<file path="src/sv/lidar_point_filter_transform_defines.svh">
// ----------------------------------------------------------------------------
// lidar_point_filter_transform_defines
// Assertion macros shared by the lidar point filter RTL.
// ----------------------------------------------------------------------------
`ifndef LIDAR_POINT_FILTER_TRANSFORM_DEFINES_SVH
`define LIDAR_POINT_FILTER_TRANSFORM_DEFINES_SVH

// Same-cycle implication, disabled during reset.
`define LPFT_ASSERT_NOW(lbl, clk, rstn, ante, cons) \
    lbl: assert property (@(posedge clk) disable iff (!(rstn)) (ante) |-> (cons)) \
        else $error("lpft assertion failed");

// Next-cycle implication, disabled during reset.
`define LPFT_ASSERT_NEXT(lbl, clk, rstn, ante, cons) \
    lbl: assert property (@(posedge clk) disable iff (!(rstn)) (ante) |=> (cons)) \
        else $error("lpft assertion failed");

`endif

</file>
<file path="src/sv/lpft_pkg.sv">
// ----------------------------------------------------------------------------
// lpft_pkg
// Types, widths and register codes for the lidar point filter and transform.
// ----------------------------------------------------------------------------
`timescale 1ns / 1ps

package lpft_pkg;

    localparam int POS_W    = 19;   // input coordinate, signed mm
    localparam int OUT_W    = 21;   // output coordinate, signed mm
    localparam int ROT_W    = 16;   // rotation matrix entry
    localparam int TRANS_W  = 20;   // translation entry, signed mm
    localparam int RANGE_W  = 36;   // squared range limits
    localparam int OFS_W    = 32;   // point offset, ns
    localparam int BASE_W   = 63;   // time bases, ns
    localparam int BYTE_W   = 8;
    localparam int IDX_W    = 4;
    localparam int CFG_W    = 64;
    localparam int S_TDATA_W = 240;
    localparam int M_TDATA_W = 120;

    // Configuration register indexes
    localparam logic [IDX_W-1:0] REG_ROT_ROW0   = 4'd0;
    localparam logic [IDX_W-1:0] REG_ROT_ROW1   = 4'd1;
    localparam logic [IDX_W-1:0] REG_ROT_ROW2   = 4'd2;
    localparam logic [IDX_W-1:0] REG_TRANSLATION = 4'd3;
    localparam logic [IDX_W-1:0] REG_XFORM_READY = 4'd4;
    localparam logic [IDX_W-1:0] REG_PRI_MIN_SQ  = 4'd5;
    localparam logic [IDX_W-1:0] REG_SEC_MIN_SQ  = 4'd6;
    localparam logic [IDX_W-1:0] REG_MAX_SQ      = 4'd7;

    localparam logic [3*ROT_W-1:0]   RST_ROT_ROW0 = 48'd268435456;
    localparam logic [3*ROT_W-1:0]   RST_ROT_ROW1 = 48'd16384;
    localparam logic [3*ROT_W-1:0]   RST_ROT_ROW2 = 48'd16384;
    localparam logic [3*TRANS_W-1:0] RST_TRANSLATION = 60'd0;
    localparam logic [RANGE_W-1:0]   RST_PRI_MIN_SQ = 36'd100000;
    localparam logic [RANGE_W-1:0]   RST_SEC_MIN_SQ = 36'd250000;
    localparam logic [RANGE_W-1:0]   RST_MAX_SQ     = 36'd10000000000;

    // Source encoding
    localparam logic SRC_PRIMARY   = 1'b0;
    localparam logic SRC_SECONDARY = 1'b1;

    typedef logic signed [POS_W-1:0] pos_t;
    typedef logic signed [OUT_W-1:0] coord_t;

    typedef struct packed {
        logic [3*ROT_W-1:0]   rot_row0;
        logic [3*ROT_W-1:0]   rot_row1;
        logic [3*ROT_W-1:0]   rot_row2;
        logic [3*TRANS_W-1:0] translation;
        logic                 xform_ready;
        logic [RANGE_W-1:0]   pri_min_sq;
        logic [RANGE_W-1:0]   sec_min_sq;
        logic [RANGE_W-1:0]   max_sq;
    } cfg_t;

    // Per-stage load enables of the pipeline
    typedef struct packed {
        logic s1;
        logic s2;
        logic s3;
    } pipe_en_t;

    // Qualification result of the stage 3 logic
    typedef struct packed {
        logic             keep;
        logic             src;
        logic [OFS_W-1:0] offset;
    } qual_t;

endpackage

</file>
<file path="src/sv/lpft_qual.sv">
// ----------------------------------------------------------------------------
// lpft_qual
// Keep/drop path: squared range, secondary time rebasing and window check.
// ----------------------------------------------------------------------------
`timescale 1ns / 1ps

module lpft_qual #(
    parameter int unsigned TIME_WINDOW_NS = 120000000
) (
    input  logic                          aclk,
    input  lpft_pkg::pipe_en_t            en,
    input  lpft_pkg::cfg_t                cfg,
    input  logic                          src,
    input  lpft_pkg::pos_t                pos [3],
    input  logic [lpft_pkg::OFS_W-1:0]    point_offset,
    input  logic [lpft_pkg::BASE_W-1:0]   message_base,
    input  logic [lpft_pkg::BASE_W-1:0]   frame_base,
    output lpft_pkg::qual_t               qual
);
    import lpft_pkg::*;

    localparam int SQ_W   = 2 * POS_W - 1;   // one square, always non-negative
    localparam int R2_W   = SQ_W + 1;        // sum of three
    localparam int ABS_W  = BASE_W + 1;
    localparam logic [ABS_W-1:0] WINDOW = ABS_W'(TIME_WINDOW_NS);

    logic signed [2*POS_W-1:0] sq_full [3];
    logic [SQ_W-1:0]           sq_reg  [3];
    logic [ABS_W-1:0]          abs_reg;
    logic [BASE_W-1:0]         fbase1_reg;
    logic [OFS_W-1:0]          ofs1_reg;
    logic                      src1_reg;

    logic [ABS_W:0]            diff;
    logic [R2_W-1:0]           r2_reg;
    logic                      early_reg;
    logic [ABS_W-1:0]          delta_reg;
    logic [OFS_W-1:0]          ofs2_reg;
    logic                      src2_reg;

    logic                      late;
    logic                      range_ok;
    logic [RANGE_W-1:0]        min_sq;

    always_comb begin
        for (int j = 0; j < 3; j++) begin
            sq_full[j] = (2*POS_W)'(pos[j]) * (2*POS_W)'(pos[j]);
        end
    end

    // Stage 1: squares and absolute point time
    always_ff @(posedge aclk) begin
        if (en.s1) begin
            for (int j = 0; j < 3; j++) begin
                sq_reg[j] <= sq_full[j][SQ_W-1:0];
            end
            abs_reg    <= {1'b0, message_base} + ABS_W'(point_offset);
            fbase1_reg <= frame_base;
            ofs1_reg   <= point_offset;
            src1_reg   <= src;
        end
    end

    // Stage 2: range sum and rebasing; the extra top bit flags a point
    // earlier than the frame base
    assign diff = {1'b0, abs_reg} - {2'b00, fbase1_reg};

    always_ff @(posedge aclk) begin
        if (en.s2) begin
            r2_reg    <= R2_W'(sq_reg[0]) + R2_W'(sq_reg[1]) + R2_W'(sq_reg[2]);
            early_reg <= diff[ABS_W];
            delta_reg <= diff[ABS_W-1:0];
            ofs2_reg  <= ofs1_reg;
            src2_reg  <= src1_reg;
        end
    end

    // Stage 3 logic: limits are inclusive
    assign min_sq   = (src2_reg == SRC_SECONDARY) ? cfg.sec_min_sq : cfg.pri_min_sq;
    assign range_ok = (r2_reg >= R2_W'(min_sq)) && (r2_reg <= R2_W'(cfg.max_sq));
    assign late     = delta_reg > WINDOW;

    always_comb begin
        qual.src = src2_reg;
        if (src2_reg == SRC_SECONDARY) begin
            qual.keep   = cfg.xform_ready && !early_reg && !late && range_ok;
            qual.offset = delta_reg[OFS_W-1:0];
        end else begin
            qual.keep   = range_ok;
            qual.offset = ofs2_reg;
        end
    end

endmodule
</file>
<file path="config.mk">
export PLATFORM = sky130hd
export DESIGN_NAME = lpft_qual
export DESIGN_NICKNAME = d
export VERILOG_FILES = /design/src/sv/lidar_point_filter_transform_defines.svh /design/src/sv/lpft_pkg.sv /design/src/sv/lpft_qual.sv
export SDC_FILE = /design/constraint.sdc
export NUM_CORES = 2
export LEC_CHECK = 0
export BUFFER_PORTS_ARGS = -buffer_cell sky130_fd_sc_hd__buf_4
export CORE_MARGIN = 4
export CORE_UTILIZATION = 60
export DETAILED_ROUTE_END_ITERATION = 16
export PLACE_DENSITY_LB_ADDON = 0.05
export SYNTH_ARGS = -nofsm -noshare
export SYNTH_HDL_FRONTEND = slang
export SYNTH_SLANG_ARGS = --single-unit
</file>
<file path="constraint.sdc">
create_clock -name aclk -period 13.9 [get_ports aclk]
set_clock_uncertainty 0.2 [all_clocks]
set_input_delay 2.78 -clock aclk [delete_from_list [all_inputs] [get_ports aclk]]
set_output_delay 2.78 -clock aclk [all_outputs]
set_load 0.1 [all_outputs]
</file>
Word level (Yosys, flattened, before mapping)
Memories as Yosys holds them, arrays and structs flattened.
Cells that the tools add are included.
{ "classes": {"n_reduce_logical": 6, "addsub": 4, "eq_ne": 0, "bitwise_logic": 0, "n_mul": 3, "muxes": 5, "n_shift": 0, "n_lt_le_gt_ge": 3, "div_mod_pow": 0} }
{ "op_table": {"columns": ["op", "count"], "rows": [
  ["19-bit by 19-bit multiplier with 37-bit output", 3],
  ["64-bit by 63-bit subtractor with 65-bit output", 1],
  ["63-bit by 32-bit adder with 64-bit output", 1],
  ["64-bit by 27-bit > comparator with 1-bit output, second input constant", 1],
  ["37-bit by 37-bit adder with 38-bit output", 1],
  ["38-bit by 37-bit adder with 38-bit output", 1],
  ["38-bit by 36-bit >= comparator with 1-bit output", 1],
  ["38-bit by 36-bit less-or-equal comparator with 1-bit output", 1],
  ["36-bit 2-to-1 mux", 1],
  ["32-bit 2-to-1 mux", 1],
  ["1-bit logical AND", 4],
  ["1-bit 2-to-1 mux", 3],
  ["1-bit zero test", 2]
]} }
{ "totals": {"regBits": 296, "romBits": 0, "mem_bits_rw": 111, "memories": 1, "word_cells": 31, "output_inout_bits": 34, "latch_bits": 0, "inputBits": 533} }
{ "memory_table": {"columns": ["name", "words", "word_bits", "read_ports", "rd_clocked_by_memory_dff", "wr", "line", "rtl"], "rows": [
  ["sq_reg", 3, 37, 3, 0, 3, "lpft_qual.sv:28", "logic [SQ_W-1:0] sq_reg [3];"]
]} }

Depth between registers and ports, before layout
{ "logic_depth": {"depth_word": 5, "ltp_mapped": 26, "ltp_nobuf": 25} }

Worst setup path before layout
Ideal clock, no wire load.
{ "synth_path": {"path_kind": "input port to flip-flop", "from": "input pos[37] in the netlist's numbering", "to": "memory sq_reg[0][70] in the netlist's numbering (data pin)", "slack_ns": 4.275, "t_arrival_ns": 9.147, "cell_stages": 19, "setup_time_ns": 0.278, "path_buffers": 2, "path_cell_list": "clkbuf_1 clkbuf_1 and2_1 fa_1 inv_1 fa_1 fa_1 inv_1 fa_1 fa_1 fa_1 ha_1 ha_1 or4_1 o21a_1 a31oi_1 o21ai_0 nand4b_1 o211ai_1"} }
{ "synth_rtl": {"columns": ["element", "line", "rtl"], "rows": [
  ["start: declaration", "lpft_qual.sv:14", "input lpft_pkg::pos_t pos [3],"],
  ["end: declaration", "lpft_qual.sv:28", null]
]} }

==> summary.md <==
| Metric | Value |
|---|---|
| Critical path's most frequent cell | fa_1 |
| CTS hold repair buffers | 0 |
| Antenna violations before repair | 3 |
| TritonCTS clock tree | yes |
| Slew HR | 17.2% |
| GRT Util Overall | 27.7% |
| Crit. End Element | flip-flop |
| CP Data Required Time | 14.01 ns |
| Synth Area in XOR/XNOR | 4.65% |
| WP data arrival | 9.95 ns |
| Clock buffer depth | 3 |
| Post-Synthesis Cells | 5658 |
| Remaining global-route overflow | 0 |
| Post-synth top area share | 34.6% |
| Reg2reg setup slack | 9.14 ns |
| Sequential fraction of the synthesis area | 20.7% |
| FFs w/ async S/R, synth | 0% |
| Drt total wl | 139000 µm |
| DR vias | 40187 |
| Register Area | 0.0121 mm² |
| Hold endpoint | ofs2_reg[21]$_DFFE_PP_ |
| Post-CTS setup repair buffer count | 0 |
| Synth unique cells | 77 |
| Num CTS Buffers | 44 |
| Max-cap violations | 0 |
| Port buffer count | 361 |
| Drt wl/cell | 19.1 µm |
| Worst Path Max Fanout | 15 |
| Die Width | 321 µm |
| # clock sinks | 404 |
| Fin crit share | 70.8% |
| Worst Setup Start Kind | primary input |
| Crit-path cells | buf_4 > clkinv_1 > fa_1 > fa_1 > fa_1 > inv_1 > ha_1 > ha_1 > inv_1 > fa_1 > inv_1 > ha_1 > fa_1 > a21o_1 > a21oi_1 > o21ai_0 > a31oi_1 > o21ai_1 > a221oi_2 > o21ai_1 > a2111oi_0 > o31ai_1 > xor2_1 |
| Core area | 0.0969 mm² |
| Clock transition at the registers of the reported paths | 0.06 ns |
| Reg2reg start | sq_reg[0][40]$_DFFE_PP_ |
| Clock latency on the worst-skew pair | 0.59 ns |
| Setup CP Type | in2reg |
| Vias in the first global route | 42799 |
| Slowest cell on the critical path | fa_1 |
| Count of non-filler cells in the finished layout | 7256 |
| Most frequent cell after synthesis | inv_1 |
| RSZ-0062 raised after global routing | no |
| Setup ws final | 4.07 ns |
| Final Setup Violations | 0 |
| Die height | 321 µm |
| Initial Util | 60.6% |
| Post-synthesis mux area share | 1.39% |
| H-tree depth | 2 |
| Synthesized cell area | 0.0587 mm² |
| Worst hold start | ofs1_reg[21]$_DFFE_PP_ |
| Post-synth top cells | 1285 x inv_1, 1015 x fa_1, 575 x ha_1 |
| IO Count | 567 |
| Worst reg-to-reg path cell count | 12 |
| CP peak stage delay | 0.70 ns |
| Ranking of synthesized cells by area | fa_1 35%, edfxtp_1 21%, ha_1 12% |
| Layout cell share with drive strength beyond 1 | 8.38% |
| Initial drt markers | 2526 |
| Post-Synth Simple-Gate Area | 9.27% |
| Top_reg_cell synth | edfxtp_1 |
| # rows | 114 |
| RePlAce Congestion | 0.924 |
| Drt pass-1 iters | 6 |
| Setup TNS | 0 ns |
| Post-Place Worst Slack | 3.53 ns |
| Number of remaining DRC errors | 0 |
| CTS root buffer | clkbuf_16 |
| Area growth syn-to-layout | 9.15% |
| Min Tclk post-route | 9.83 ns |
| Die area | 0.103 mm² |
| Area of the multi-input gates | 0.0413 mm² |
| F_max | 102 MHz |
| Leading area contributor after synthesis | fa_1 |
| Largest family of logic cells by synthesized area | adder cells |
| Inst Count DP | 7172 |
| Syn avg cell area | 10.4 µm² |
| Post-synth EDFFs | 404 |
| Max FFs per register | 108 |
| HP Class | reg2reg |
| Max Slew Vio Count | 0 |
| Pin count of the biggest net entering global routing | 77 |
| First-pass GRT wire length | 225000 µm |
| FF-to-FF End | r2_reg[36]$_DFFE_PP_ |
| Synth Warn # | 0 |
| Final hold violation count | 0 |
| Via density | 5.54 |
| Slew @ Worst Pin | 1.24 ns |
| Final #Nets | 8065 |
| Post-synthesis compound-gate area fraction | 8.09% |
| Hpwl dp | 116000 µm |
| Worst hold stages | 0 |
| Synth Area in Adders | 46.8% |
| Final ANT Viol Nets | 0 |
| CTS resizes | 0 |
| Filler cell count | 7939 |
| Synthesized flop and latch total | 404 |
| Status | finished, final reports clean |
[worst max path at each step]
stage / start / to / slack [ns] / depth (start not counted)
finish: pos[3] / sq_reg[0][109]$_DFFE_PP_ / 4.07 / 23
global route: pos[3] / sq_reg[0][109]$_DFFE_PP_ / 3.64 / 23
CTS: pos[3] / sq_reg[0][109]$_DFFE_PP_ / 4.11 / 23
detailed placement: pos[3] / sq_reg[0][109]$_DFFE_PP_ / 3.53 / 23
global placement: pos[3] / sq_reg[0][109]$_DFFE_PP_ / 3.67 / 23
floorplan: pos[37] / sq_reg[0][70]$_DFFE_PP_ / 4.27 / 19
[layout make-up]
class	count	share of cell area (%)
diodes	3	0.0117
flip-flops and latches	404	18.9
clock buffers	51	1.76
clock inverters	30	0.562
multi-input cells	3837	64.4
repair buffers	369	4.34
well taps	1276	2.49
inverters	1286	7.53
[metrics by stage]
step           instance area (µm²)  hold slack, ns  util (%)
2_1_floorplan                58700           0.200         -
3_3_place_gp                 62600           0.200      64.6
3_5_place_dp                 62600           0.205      64.6
4_1_cts                      64100           0.217      66.2
5_1_grt                      64100           0.224      66.2
6_report                     64100           0.216      66.2
[metal layers]
layer  wire length, µm  part of all wire (%)  up-vias  global-route usage [%]
li1                  -                     -    18583                       -
met1             58300                    42    20328                    37.8
met2             69400                    50     1105                    48.4
met3              8130                   5.9      171                    3.14
met4              2940                   2.1        0                    6.01
met5                 0                     0        -                       0
[worst max-delay path: cells and delay by family]
family / cells / cell delay, ns
AOI/OAI and AO/OA: 9 / 2.80
xor gates and xnor gates: 1 / 0.17
adders and majority gates: 8 / 3.39
buffers and inverters: 5 / 0.80
[cells by family after synthesis]
group                      Yosys count
and+or+nand+nor                   1131
buffers and inverters             1419
DFF                                404
adders and majority gates         1590
xor gates and xnor gates           312
AOI/OAI and AO/OA                  724
other                                1
muxes                               77
[cell usage in the layout, fill, tap and decap left out, drive strengths merged, types with 13 or more instances in the layout]
master | netlist | layout
nand3 | 53 | 53
xor2 | 99 | 99
edfxtp | 404 | 404
nand2b | 47 | 47
o21a | 45 | 45
nor3 | 38 | 38
xnor2 | 213 | 213
inv | 1285 | 1289
nand4 | 45 | 45
o21ai | 118 | 118
a21oi | 217 | 217
clkinv | 1 | 19
mux2 | 36 | 36
a31oi | 21 | 21
o211ai | 16 | 16
a31o | 13 | 13
a211oi | 24 | 24
nor2b | 75 | 75
ha | 575 | 575
and3 | 33 | 33
and2 | 139 | 139
o21bai | 31 | 31
nor2 | 189 | 189
fa | 1015 | 1015
buf | 10 | 369
clkbuf | 123 | 51
nor4 | 17 | 17
o31ai | 13 | 13
a21o | 147 | 147
mux2i | 41 | 41
nand2 | 449 | 449
Power is left out: the tool's default activity adds up to more than one toggle a clock period on the data nets, which glitch-free logic cannot reach.
